### src/hdl/rls_pkg.sv
package rls_pkg;

  localparam int GAP_W = 6;
  localparam logic [GAP_W-1:0] GAP_RESET = GAP_W'(8);

  // controller -> datapath
  typedef struct packed {
    logic load;     // input transfer: update run state, load a burst if any
    logic advance;  // output transfer: step the burst count
  } rls_cmd_t;

  // datapath -> controller
  typedef struct packed {
    logic has_burst;   // the offered pixel releases at least one result
    logic final_beat;  // the current result is the last of its burst
  } rls_sts_t;

endpackage

### src/hdl/rls_if.sv
interface rls_pix_in_if;
  logic valid;
  logic ready;
  logic pixel_black;
  logic line_end;

  modport source(output valid, pixel_black, line_end, input ready);
  modport sink(input valid, pixel_black, line_end, output ready);
endinterface

interface rls_pix_out_if;
  logic valid;
  logic ready;
  logic out_black;
  logic out_line_end;
  logic last_of_burst;

  modport source(output valid, out_black, out_line_end, last_of_burst, input ready);
  modport sink(input valid, out_black, out_line_end, last_of_burst, output ready);
endinterface

interface rls_cfg_if;
  import rls_pkg::*;
  logic             valid;
  logic             ready;
  logic [GAP_W-1:0] gap_limit;

  modport source(output valid, gap_limit, input ready);
  modport sink(input valid, gap_limit, output ready);
endinterface

### src/hdl/rls_ctrl.sv
module rls_ctrl (
  input  logic              clk,
  input  logic              rst_n,
  input  logic              in_valid,
  output logic              in_ready,
  output logic              out_valid,
  input  logic              out_ready,
  input  rls_pkg::rls_sts_t sts,
  output rls_pkg::rls_cmd_t cmd
);
  import rls_pkg::*;

  localparam logic ST_IDLE = 1'b0;
  localparam logic ST_EMIT = 1'b1;

  logic state_r;
  logic state_nxt;
  logic take;

  assign out_valid = (state_r == ST_EMIT);
  // take the next pixel in the cycle the final result of a burst transfers
  assign in_ready  = (state_r == ST_IDLE) || (sts.final_beat && out_ready);
  assign take      = in_valid && in_ready;

  assign cmd.load    = take;
  assign cmd.advance = out_valid && out_ready;

  always_comb begin
    state_nxt = state_r;
    unique case (state_r)
      ST_IDLE: begin
        if (take && sts.has_burst) state_nxt = ST_EMIT;
      end
      ST_EMIT: begin
        if (out_ready && sts.final_beat) begin
          state_nxt = (take && sts.has_burst) ? ST_EMIT : ST_IDLE;
        end
      end
      default: state_nxt = ST_IDLE;
    endcase
  end

  always_ff @(posedge clk) begin
    if (!rst_n) begin
      state_r <= ST_IDLE;
    end else begin
      state_r <= state_nxt;
    end
  end

endmodule

### src/hdl/rls_dp.sv
module rls_dp (
  input  logic                      clk,
  input  logic                      rst_n,
  input  logic                      cfg_valid,
  input  logic [rls_pkg::GAP_W-1:0] cfg_gap_limit,
  input  logic                      pixel_black,
  input  logic                      line_end,
  input  rls_pkg::rls_cmd_t         cmd,
  output rls_pkg::rls_sts_t         sts,
  output logic                      out_black,
  output logic                      out_line_end,
  output logic                      last_of_burst
);
  import rls_pkg::*;

  logic [GAP_W-1:0] gap_r;
  logic [GAP_W-1:0] held_r, held_nxt;
  logic             ovf_r, ovf_nxt;
  logic [GAP_W-1:0] cnt_r;      // results left in the burst, minus one
  logic             color_r;
  logic             lend_r;

  logic             has_burst;
  logic [GAP_W-1:0] burst_cnt;
  logic             burst_color;

  always_comb begin
    has_burst   = 1'b1;
    burst_cnt   = '0;
    burst_color = 1'b0;
    held_nxt    = '0;
    ovf_nxt     = 1'b0;
    priority if (pixel_black) begin
      // fill the held gap unless the run already went past the limit
      burst_color = 1'b1;
      burst_cnt   = ovf_r ? '0 : held_r;
    end else if (ovf_r) begin
      ovf_nxt = !line_end;
    end else if (held_r >= gap_r) begin
      burst_cnt = held_r;
      ovf_nxt   = !line_end;
    end else if (line_end) begin
      burst_cnt = held_r;
    end else begin
      has_burst = 1'b0;
      held_nxt  = held_r + GAP_W'(1);
    end
  end

  assign sts.has_burst  = has_burst;
  assign sts.final_beat = (cnt_r == '0);

  assign out_black     = color_r;
  assign out_line_end  = lend_r && (cnt_r == '0);
  assign last_of_burst = (cnt_r == '0);

  always_ff @(posedge clk) begin
    if (!rst_n) begin
      gap_r  <= GAP_RESET;
      held_r <= '0;
      ovf_r  <= 1'b0;
    end else begin
      if (cfg_valid) gap_r <= cfg_gap_limit;
      if (cmd.load) begin
        held_r <= held_nxt;
        ovf_r  <= ovf_nxt;
      end
    end
  end

  always_ff @(posedge clk) begin
    if (cmd.load && has_burst) begin
      cnt_r   <= burst_cnt;
      color_r <= burst_color;
      lend_r  <= line_end;
    end else if (cmd.advance && (cnt_r != '0)) begin
      cnt_r <= cnt_r - GAP_W'(1);
    end
  end

endmodule

### src/hdl/run_length_smoothing.sv
// Run-length smoothing of a binary pixel line.
// The first result of a pixel appears in the cycle after its input transfer.
// A pixel may release a burst of results, one result a cycle from the burst counter
// while out_px.ready is high; the next pixel is taken only as the final result transfers.
// Reset (rst_n, synchronous, active low): idle, no held run, gap_limit = 8.
module run_length_smoothing (
  input logic                clk,
  input logic                rst_n,
  rls_pix_in_if.sink         in_px,
  rls_pix_out_if.source      out_px,
  rls_cfg_if.sink            cfg_wr
);
  import rls_pkg::*;

  rls_cmd_t cmd;
  rls_sts_t sts;

  assign cfg_wr.ready = 1'b1;

  rls_ctrl u_ctrl (
    .clk       (clk),
    .rst_n     (rst_n),
    .in_valid  (in_px.valid),
    .in_ready  (in_px.ready),
    .out_valid (out_px.valid),
    .out_ready (out_px.ready),
    .sts       (sts),
    .cmd       (cmd)
  );

  rls_dp u_dp (
    .clk           (clk),
    .rst_n         (rst_n),
    .cfg_valid     (cfg_wr.valid),
    .cfg_gap_limit (cfg_wr.gap_limit),
    .pixel_black   (in_px.pixel_black),
    .line_end      (in_px.line_end),
    .cmd           (cmd),
    .sts           (sts),
    .out_black     (out_px.out_black),
    .out_line_end  (out_px.out_line_end),
    .last_of_burst (out_px.last_of_burst)
  );

  // a new pixel enters during a burst only as its final result transfers
  a_take_on_final: assert property (@(posedge clk) disable iff (!rst_n)
    (in_px.valid && in_px.ready && out_px.valid) |->
      (out_px.last_of_burst && out_px.ready))
    else $error("pixel taken in the middle of a burst");

  a_line_end_last: assert property (@(posedge clk) disable iff (!rst_n)
    (out_px.valid && out_px.out_line_end) |-> out_px.last_of_burst)
    else $error("line end flagged before the end of a burst");

  a_black_emits: assert property (@(posedge clk) disable iff (!rst_n)
    (in_px.valid && in_px.ready && in_px.pixel_black) |=> out_px.valid)
    else $error("black pixel released no result");

endmodule

### src/flat_wrapper.sv
// flat-port wrapper written by rule: the top's interface ports become plain ports
module run_length_smoothing_flat import rls_pkg::*;
  (clk, rst_n, in_px_valid, in_px_pixel_black, in_px_line_end, in_px_ready, out_px_valid, out_px_out_black, out_px_out_line_end, out_px_last_of_burst, out_px_ready, cfg_wr_valid, cfg_wr_gap_limit, cfg_wr_ready);
  rls_pix_in_if in_px_i ();
  rls_pix_out_if out_px_i ();
  rls_cfg_if cfg_wr_i ();
  input logic clk;
  input logic rst_n;
  input wire logic [$bits(in_px_i.valid)-1:0] in_px_valid;
  input wire logic [$bits(in_px_i.pixel_black)-1:0] in_px_pixel_black;
  input wire logic [$bits(in_px_i.line_end)-1:0] in_px_line_end;
  output wire logic [$bits(in_px_i.ready)-1:0] in_px_ready;
  output wire logic [$bits(out_px_i.valid)-1:0] out_px_valid;
  output wire logic [$bits(out_px_i.out_black)-1:0] out_px_out_black;
  output wire logic [$bits(out_px_i.out_line_end)-1:0] out_px_out_line_end;
  output wire logic [$bits(out_px_i.last_of_burst)-1:0] out_px_last_of_burst;
  input wire logic [$bits(out_px_i.ready)-1:0] out_px_ready;
  input wire logic [$bits(cfg_wr_i.valid)-1:0] cfg_wr_valid;
  input wire logic [$bits(cfg_wr_i.gap_limit)-1:0] cfg_wr_gap_limit;
  output wire logic [$bits(cfg_wr_i.ready)-1:0] cfg_wr_ready;
  assign in_px_i.valid = in_px_valid;
  assign in_px_i.pixel_black = in_px_pixel_black;
  assign in_px_i.line_end = in_px_line_end;
  assign in_px_ready = in_px_i.ready;
  assign out_px_valid = out_px_i.valid;
  assign out_px_out_black = out_px_i.out_black;
  assign out_px_out_line_end = out_px_i.out_line_end;
  assign out_px_last_of_burst = out_px_i.last_of_burst;
  assign out_px_i.ready = out_px_ready;
  assign cfg_wr_i.valid = cfg_wr_valid;
  assign cfg_wr_i.gap_limit = cfg_wr_gap_limit;
  assign cfg_wr_ready = cfg_wr_i.ready;
  run_length_smoothing u_core (.clk(clk), .rst_n(rst_n), .in_px(in_px_i), .out_px(out_px_i), .cfg_wr(cfg_wr_i));
endmodule
### config.mk
export PLATFORM = sky130hd
export DESIGN_NAME = run_length_smoothing_flat
export DESIGN_NICKNAME = d
export VERILOG_FILES = /design/src/hdl/rls_pkg.sv /design/src/hdl/rls_if.sv /design/src/hdl/rls_ctrl.sv /design/src/hdl/rls_dp.sv /design/src/hdl/run_length_smoothing.sv /design/src/flat_wrapper.sv
export SDC_FILE = /design/constraint.sdc
export NUM_CORES = 1
export LEC_CHECK = 0
export ABC_AREA = 1
export BUFFER_PORTS_ARGS = -buffer_cell sky130_fd_sc_hd__buf_2
export CAP_MARGIN = 5
export CORE_ASPECT_RATIO = 1.2
export CORE_UTILIZATION = 30
export CTS_CLUSTER_SIZE = 24
export DETAILED_ROUTE_END_ITERATION = 10
export GPL_TIMING_DRIVEN = 0
export PLACE_DENSITY = 0.46
export SETUP_SLACK_MARGIN = 0.5
export SYNTH_ARGS = -nofsm -noshare
export SYNTH_HDL_FRONTEND = slang
export SYNTH_SLANG_ARGS = --single-unit
### constraint.sdc
create_clock -name clk -period 2.6 [get_ports clk]
set_input_delay 0.52 -clock clk [delete_from_list [all_inputs] [get_ports clk]]
set_output_delay 0.52 -clock clk [all_outputs]
set_load 0.02 [all_outputs]
==> results of run 1 <==
## registers in the layout, indices dropped and copies added, names as in the netlist
| signal | cells |
|---|---|
| u_core.u_dp.cnt_r | 6 |
| u_core.u_dp.gap_r | 6 |
| u_core.u_dp.held_r | 6 |
| u_core.u_ctrl.out_valid | 1 |
| u_core.u_dp.lend_r | 1 |
| u_core.u_dp.out_black | 1 |
| u_core.u_dp.ovf_r | 1 |
## final cells by class
cell class,count,area (um^2),area share
multi-input cells,115,654,0.411
repair buffers,25,154,0.0966
clock buffers,3,41.3,0.0259
clock inverters,1,3.75,0.00236
plain buffers,4,35.0,0.0220
well taps,54,67.6,0.0424
inverters,31,116,0.0731
flip-flops and latches,22,520,0.327
## repair_timing
item | in CTS | in global routing
endpoints found under the setup margin | 1 | 8
pin swaps | 1 | 3
cloned | 0 | 1
gates resized for setup | 5 | 6
hold buffers | 0 | 0
setup buffers | 3 | 5
## worst register-to-register path, stage by stage (launching register included)
cell	delay [ns]
edfxtp_1	0.41
inv_2	0.08
ha_1	0.13
inv_1	0.06
nor2_4	0.13
nand4_2	0.12
buf_4	0.17
a21oi_4	0.16
nand2_4	0.10
buf_6	0.16
nand2_2	0.14
## worst max path at each step
stage,to,depth (start not counted)
global placement,u_core.u_dp.cnt_r[4]$_DFFE_PP_,8
finish,in_px_ready,8
global route,in_px_ready,8
floorplan,u_core.u_dp.cnt_r[0]$_DFFE_PP_,9
detailed placement,u_core.u_dp.cnt_r[3]$_DFFE_PP_,8
CTS,in_px_ready,8
## report_power, final
group | switching (mW) | internal, mW | leakage (nW)
Clock | 0.116 | 0.106 | 0.0231
Combinational | 0.113 | 0.0864 | 0.540
Sequential | 0.0208 | 0.393 | 0.193
## metal layers
metal  vias up  global-route usage  share of wire
met1       487               0.149           0.44
met2        18               0.230           0.51
met5         -                   0              0
met4         0              0.0749          0.022
li1        613                   -              -
met3         7              0.0169          0.025
## logic make-up (layout without fill, tap and decap cells)
group / count (synthesis) / count (layout) / synth area share
flip-flops: 22 / 22 / 0.399
other: 1 / 1 / 0.00287
AND/OR/NAND/NOR: 76 / 76 / 0.259
buffers and inverters: 35 / 64 / 0.113
AO/OA/AOI/OAI: 25 / 25 / 0.113
XOR/XNOR: 4 / 4 / 0.0269
adder cells (fa/ha/maj): 9 / 9 / 0.0863
## cells in the final DEF, fill, tap and decap left out
cell type,count
xnor2_1,2
nand3_2,1
nor2_2,1
inv_2,2
inv_1,29
a21oi_2,2
dfxtp_1,14
xor2_1,2
nor2_1,15
or2_1,1
buf_6,3
o21ai_1,5
nand3_1,15
clkinv_1,1
nand2_2,2
edfxtp_1,8
nand4_2,1
a21oi_1,7
ha_1,9
clkbuf_8,3
buf_2,16
nand4_1,4
conb_1,1
o21ai_0,9
nor3_1,1
a21oi_4,1
nand2_4,1
nand2_1,33
nor2_4,1
o21ai_2,1
buf_4,10
==> impl_metrics.env, run 1 <==
export IMPL_placed_cells=242
export IMPL_drt_first_iter_violations=18
export IMPL_startpoint="u_core.u_dp.cnt_r[1]$_DFFE_PP_"
export IMPL_netlist_top_cells_count="35 x nand2_1, 31 x inv_1, 16 x nand3_1, 16 x nor2_1, 14 x dfxtp_1"
export IMPL_synthCells=172
export IMPL_cp_top_family="flip-flops"
export IMPL_endpoint_kind="output pin"
export IMPL_clkTransAtPathRegs_ns=0.08
export IMPL_routedWlPerCell_um=10.8
export IMPL_critical_path_class="reg2out"
export IMPL_antenna_cells=0
export IMPL_crit_path_cell_trace="inv_2 -> ha_1 -> inv_1 -> nor2_4 -> nand4_2 -> nand2_2 -> buf_6 -> buf_6"
export IMPL_timing_rr_start="u_core.u_dp.cnt_r[1]$_DFFE_PP_"
export IMPL_crit_buf_inv=4
export IMPL_wirelength_mm=2.75
export IMPL_dr_total_vias=1125
export IMPL_die_height_um=74.3
export IMPL_cts_root_buffer="clkbuf_8"
export IMPL_maxCapViolCount=0
export IMPL_crit_path_max_fanout=5
export IMPL_io_pins=19
export IMPL_yosys_register_bits=22
export IMPL_cts_tree="done"
export IMPL_grt_usage=0.128
export IMPL_fillCellCount=436
export IMPL_power_density_nw_per_um2=525
export IMPL_yosys_cell_types_count=25
export IMPL_viasPerCell=4.41
export IMPL_rsz0062_at_grt="yes"
export IMPL_post_route_period_util=0.791
export IMPL_place_congestion=0.747
export IMPL_hpwl_mm=2.03
export IMPL_placed_area_um2=1450
export IMPL_numCtsBuffers=3
export IMPL_htree_levels=1
export IMPL_rrSetupSlack_ns=0.66
export IMPL_final_nets=224
export IMPL_final_setup_viol_count=0
export IMPL_hold_viol=0
export IMPL_firstDrtPassIters=4
export IMPL_core_um2=4070
export IMPL_clk_path_buf_depth=2
export IMPL_netlist_area_um2=1310
export IMPL_dieArea_um2=4620
export IMPL_grt_max_degree=13
export IMPL_hold_depth=1
export IMPL_initial_utilization=0.321
export IMPL_hold_worst_slack_ns=0.433
export IMPL_synth_main_ff_cell="dfxtp_1"
export IMPL_p_leak_nw=0.756
export IMPL_cts_sinks=22
export IMPL_setup_tns_final_ns=0
export IMPL_grt_pass1_wl_mm=4.57
export IMPL_crit_top_cell="buf_6"
export IMPL_crit_slowest_cell="edfxtp_1"
export IMPL_syn_num_nets=194
export IMPL_drv_slew=0
export IMPL_synth_edf_count=8
export IMPL_synth_top_area_frac=0.215
export IMPL_die_w_um=62.2
export IMPL_overflow=0
export IMPL_hold_path_class="in2reg"
export IMPL_power_total_uw=836
export IMPL_stdcell_area_um2=1590
export IMPL_drc=0
export IMPL_crit_required_ns=2.08
export IMPL_clk_insertion_delay_late_ns=0.27
export IMPL_num_rows=25
export IMPL_critical_path_arrival_ns=1.54
export IMPL_worstReg2RegEnd="u_core.u_dp.cnt_r[3]$_DFFE_PP_"
export IMPL_final_cells=255
export IMPL_period_needed_ns=2.06
export IMPL_flow_area_growth_from_synthesis_pct=22.1
export IMPL_hp_start="in_px_line_end"
export IMPL_finClkSkew_ns=0.00429
export IMPL_whs_endpoint="u_core.u_dp.lend_r$_DFFE_PP_"
export IMPL_synth_largest_area_cell="dfxtp_1"
export IMPL_io_buffers=16
export IMPL_timing_final_ws_setup_ns=0.542
export IMPL_yosysMostFrequentCell="nand2_1"
export IMPL_crit_path_start_kind="register"
export IMPL_r2r_cells=10
export IMPL_synthArstFlopShare=0
export IMPL_detail_route_antenna_nets=0
export IMPL_crit_path_max_incr_delay_ns=0.41
export IMPL_synth_area_leaders="dfxtp_1 21%, edfxtp_1 18%, nand2_1 10%"
export IMPL_avgSynthCellArea_um2=7.59
export IMPL_grt_pass1_vias=1036
export IMPL_vdd_ir_drop_worst_mv=0.260
export IMPL_antenna_found_initial=0
export IMPL_place_ws_ns=0.588
export IMPL_final_util=0.392
export IMPL_yosysWarnings=0
export IMPL_outcome="completed"
export IMPL_drive_gt1_frac=0.224
export IMPL_ys_seq_area_frac=0.399
export IMPL_fmax_mhz=486
Note: power is estimated with default switching activity, not from simulation.
==> run 2: changes to the inputs <==
clock period = 1.9 ns   (was 2.6 ns; I/O delays follow)
==> impl_metrics.env, run 2 (same netlist as run 1, synthesis figures left out) <==
export IMPL_rsz0062_at_grt="yes"
export IMPL_io_buffers=16
export IMPL_post_route_period_util=0.972
export IMPL_hold_path_class="in2reg"
export IMPL_crit_path_start_kind="register"
export IMPL_vdd_ir_drop_worst_mv=0.293
export IMPL_mostFrequentLayoutCell="inv_1"
export IMPL_place_congestion=0.699
export IMPL_finClkSkew_ns=0.00241
export IMPL_crit_required_ns=1.88
export IMPL_clk_insertion_delay_late_ns=0.27
export IMPL_viasPerCell=4.59
export IMPL_p_sw_frac=0.318
export IMPL_initial_utilization=0.321
export IMPL_grt_use_met2=0.303
export IMPL_met1_usage=0.155
export IMPL_clkTransAtPathRegs_ns=0.08
export IMPL_clk_path_buf_depth=2
export IMPL_antenna_cells=0
export IMPL_firstDrtPassIters=4
export IMPL_cts_sinks=22
export IMPL_cts_tree="done"
export IMPL_final_setup_viol_count=0
export IMPL_drt_first_iter_violations=19
export IMPL_dr_total_vias=1213
export IMPL_endpoint_kind="register"
export IMPL_timing_final_ws_setup_ns=0.0537
export IMPL_flow_area_growth_from_synthesis_pct=51.5
export IMPL_power_density_nw_per_um2=648
export IMPL_mostFrequentLayoutCells="21 x inv_1, 19 x nand2_1, 14 x buf_2, 14 x nand3_1, 14 x buf_4"
export IMPL_drc=0
export IMPL_crit_path_max_fanout=6
export IMPL_place_ws_ns=0.0655
export IMPL_combPwrFrac=0.330
export IMPL_grt_pass1_vias=1196
export IMPL_dieArea_um2=4620
export IMPL_overflow=0
export IMPL_cts_hold_buf=0
export IMPL_power_total_mw=1.28
export IMPL_fmax_mhz=542
export IMPL_p_leak_nw=0.857
export IMPL_cts_root_buffer="clkbuf_8"
export IMPL_p_sw_uw=407
export IMPL_die_height_um=74.3
export IMPL_grt_pass1_wl_mm=5.28
export IMPL_maxCapViolCount=0
export IMPL_htree_levels=1
export IMPL_internal_power_uw=873
export IMPL_routedWlPerCell_um=12.0
export IMPL_io_pins=19
export IMPL_critical_path_class="reg2reg"
export IMPL_grt_busiest_layer="met2"
export IMPL_pwr_share_seq=0.441
export IMPL_drive_gt1_frac=0.486
export IMPL_hold_viol=0
export IMPL_detail_route_antenna_nets=0
export IMPL_antenna_found_initial=0
export IMPL_hpwl_mm=2.06
export IMPL_core_um2=4070
export IMPL_drv_slew=0
export IMPL_wirelength_mm=3.17
export IMPL_grt_use_met3=0.0138
export IMPL_period_needed_ns=1.85
export IMPL_grt_usage=0.151
export IMPL_p_clk_frac=0.229
export IMPL_critical_path_arrival_ns=1.83
export IMPL_grt_max_degree=12
export IMPL_num_rows=25
export IMPL_final_nets=234
export IMPL_largestRegisters="u_core.u_dp.cnt_r (6), u_core.u_dp.gap_r (6), u_core.u_dp.held_r (6)"
export IMPL_numCtsBuffers=3
export IMPL_die_w_um=62.2
export IMPL_setup_tns_final_ns=0
export IMPL_outcome="completed"
run 2: what timing repair did:
item / in CTS / in global routing
cloned: 0 / 1
setup endpoints to repair: 25 / 25
gates resized for setup: 42 / 38
setup buffers: 15 / 3
pin swaps: 9 / 10
endpoints found under the hold margin: 0 / 0
run 2: metrics by stage:
step | hold WS [ns] | util | std cells | area, um^2
6_report | 0.293 | 0.486 | 264 | 1980
5_1_grt | 0.290 | 0.486 | 264 | 1980
4_1_cts | 0.288 | 0.439 | 260 | 1790
3_5_place_dp | 0.459 | 0.364 | 242 | 1480
3_3_place_gp | 0.452 | 0.364 | 242 | 1480
2_1_floorplan | 0.439 | - | 172 | 1330
run 2: power groups by stage:
stage | logic (mW) | registers [mW] | clock network, mW
floorplan | 0.181 | 0.575 | 0
global placement | 0.238 | 0.574 | 0
detailed placement | 0.241 | 0.576 | 0
CTS | 0.330 | 0.564 | 0.307
global route | 0.468 | 0.569 | 0.330
finish | 0.423 | 0.565 | 0.293
run 2: path summary, 6_finish.rpt:
kind | startpoint | end | slack (ns) | depth (start not counted)
worst min-delay path | in_px_pixel_black | u_core.u_dp.out_black$_DFFE_PP_ | 0.29 | 1
worst max register to register | u_core.u_dp.cnt_r[3]$_DFFE_PP_ | u_core.u_dp.cnt_r[4]$_DFFE_PP_ | 0.05 | 7
worst max-delay path | u_core.u_dp.cnt_r[3]$_DFFE_PP_ | u_core.u_dp.cnt_r[4]$_DFFE_PP_ | 0.05 | 7
worst min register to register | u_core.u_dp.gap_r[2]$_SDFFE_PN0P_ | u_core.u_dp.gap_r[2]$_SDFFE_PN0P_ | 0.46 | 2
run 2: layout make-up:
cell class / instances / area [um^2]
fillers: 407 / 2090
multi-input cells: 115 / 888
flip-flops and latches: 22 / 537
repair buffers: 35 / 278
inverters: 31 / 121
well taps: 54 / 67.6
plain buffers: 4 / 43.8
clock buffers: 3 / 41.3
run 2: metal layers:
layer	part of all wire	wire (um)	up-vias
met5	0	0	-
met1	0.39	1230	553
met2	0.56	1780	24
met3	0.022	71	9
met4	0.029	91	0
li1	-	-	627
run 2: worst max-delay path: stages, from the launching register on:
cell,delay (ns)
edfxtp_1,0.44
nor2_2,0.28
nand4_4,0.16
buf_6,0.15
a21oi_4,0.18
nand2_4,0.10
clkbuf_16,0.18
nand2_8,0.08
==> run 3: changes to the inputs <==
HOLD_SLACK_MARGIN = 0.03   (was unset)
PLACE_DENSITY = 0.58   (was 0.46)
==> impl_metrics.env, run 3 (same netlist as run 1, synthesis figures left out) <==
export IMPL_largestRegisters="u_core.u_dp.cnt_r (6), u_core.u_dp.gap_r (6), u_core.u_dp.held_r (6)"
export IMPL_numCtsBuffers=3
export IMPL_outcome="completed"
export IMPL_wirelength_mm=3.02
export IMPL_clk_path_buf_depth=2
export IMPL_clkTransAtPathRegs_ns=0.09
export IMPL_hold_depth=1
export IMPL_cts_sinks=22
export IMPL_detail_route_antenna_nets=0
export IMPL_hp_start="in_px_pixel_black"
export IMPL_timing_rr_start="u_core.u_dp.cnt_r[1]$_DFFE_PP_"
export IMPL_hold_worst_slack_ns=0.295
export IMPL_num_rows=25
export IMPL_mostFrequentLayoutCell="inv_1"
export IMPL_crit_path_start_kind="register"
export IMPL_viasPerCell=4.58
export IMPL_mostFrequentLayoutCells="23 x inv_1, 22 x nand2_1, 15 x buf_2"
export IMPL_endpoint_kind="output pin"
export IMPL_place_ws_ns=0.0574
export IMPL_cts_hold_buf=0
export IMPL_io_buffers=16
export IMPL_drive_gt1_frac=0.418
export IMPL_antenna_found_initial=0
export IMPL_htree_levels=1
export IMPL_cts_tree="done"
export IMPL_post_route_period_util=0.973
export IMPL_fmax_mhz=541
export IMPL_crit_required_ns=1.52
export IMPL_placed_area_um2=1480
export IMPL_stdcell_area_um2=1920
export IMPL_place_congestion=0.769
export IMPL_grt_usage=0.134
export IMPL_crit_path_max_incr_delay_ns=0.41
export IMPL_final_util=0.472
export IMPL_routedWlPerCell_um=11.5
export IMPL_period_needed_ns=1.85
export IMPL_drt_first_iter_violations=30
export IMPL_flow_area_growth_from_synthesis_pct=47.0
export IMPL_dieArea_um2=4620
export IMPL_dr_total_vias=1200
export IMPL_initial_utilization=0.321
export IMPL_hold_path_class="in2reg"
export IMPL_overflow=0
export IMPL_p_leak_nw=0.844
export IMPL_cts_root_buffer="clkbuf_8"
export IMPL_r2r_cells=11
export IMPL_crit_path_cell_trace="inv_2 -> ha_4 -> inv_2 -> nor2_4 -> nand4_4 -> nand2_4 -> buf_6 -> buf_6"
export IMPL_maxCapViolCount=0
export IMPL_hold_viol=0
export IMPL_hpwl_mm=1.95
export IMPL_io_pins=19
export IMPL_critical_path_class="reg2out"
export IMPL_rsz0062_at_grt="yes"
export IMPL_drc=0
export IMPL_final_nets=231
export IMPL_fillCellCount=434
export IMPL_crit_path_max_fanout=2
export IMPL_antenna_cells=0
export IMPL_finClkSkew_ns=0.00601
export IMPL_crit_slowest_cell="edfxtp_1"
export IMPL_die_w_um=62.2
export IMPL_timing_final_ws_setup_ns=0.0507
export IMPL_clk_insertion_delay_late_ns=0.27
export IMPL_firstDrtPassIters=4
export IMPL_vdd_ir_drop_worst_mv=0.412
export IMPL_drv_slew=0
export IMPL_critical_path_arrival_ns=1.47
export IMPL_power_density_nw_per_um2=731
export IMPL_startpoint="u_core.u_dp.cnt_r[1]$_DFFE_PP_"
export IMPL_final_setup_viol_count=0
export IMPL_grt_max_degree=14
export IMPL_grt_pass1_vias=1092
export IMPL_core_um2=4070
export IMPL_die_height_um=74.3
export IMPL_grt_pass1_wl_mm=4.77
run 3: cell count changes in the layout (fill, tap and decap cells not counted), sizes merged:
cell | before | now
bufinv | 0 | 1
buf | 38 | 35
run 3: final timing paths:
path / to / slack [ns]
min reg2reg: u_core.u_dp.gap_r[1]$_SDFFE_PN0P_ / 0.46
max reg2reg: u_core.u_dp.cnt_r[3]$_DFFE_PP_ / 0.06
min: u_core.u_dp.out_black$_DFFE_PP_ / 0.29
max: in_px_ready / 0.05
run 3: cell type report:
cell class	count	area, um^2	area share
Inverter	31	121	0.0633
Sequential cell	22	532	0.277
Multi-Input combinational cell	115	833	0.434
Buffer	4	43.8	0.0228
Clock buffer	3	41.3	0.0215
Timing Repair Buffer	32	249	0.130
Clock inverter	1	30.0	0.0157
Tap cell	54	67.6	0.0352
run 3: critical path: cells and delay by family (launching register included):
| family | cells | cell delay (ns) |
|---|---|---|
| AND/OR/NAND/NOR | 3 | 0.33 |
| flip-flops | 1 | 0.41 |
| adder cells (fa/ha/maj) | 1 | 0.12 |
| buffers and inverters | 4 | 0.33 |
run 3: metal layers:
layer / track usage / wire length, um
met4: 0.0749 / 65
met2: 0.255 / 1610
met5: 0 / 0
met3: 0.0153 / 69
met1: 0.146 / 1270
run 3: repair_timing:
item / 4_1_cts / 5_1_grt
buffers inserted: 6 / 8
gates cloned: 0 / 2
setup endpoints to repair: 25 / 25
endpoints found under the hold margin: 0 / 0
gates resized for setup: 13 / 48
pin swaps: 5 / 19
run 3: power breakdown:
| part | switching (mW) | total, mW | internal [mW] | leakage (nW) |
|---|---|---|---|---|
| registers | 0.0309 | 0.568 | 0.537 | 0.196 |
| logic | 0.211 | 0.390 | 0.179 | 0.612 |
| clock network | 0.163 | 0.445 | 0.282 | 0.0357 |
| total | 0.405 | 1.40 | 0.998 | 0.844 |
run 3: stage by stage:
stage | setup TNS, ns | power [mW] | instances
5_1_grt | -0.287 | 1.49 | 262
3_5_place_dp | 0 | 0.816 | 242
6_report | 0 | 1.40 | 262
3_3_place_gp | 0 | 0.812 | 242
4_1_cts | 0 | 1.30 | 252
2_1_floorplan | 0 | 0.756 | 172
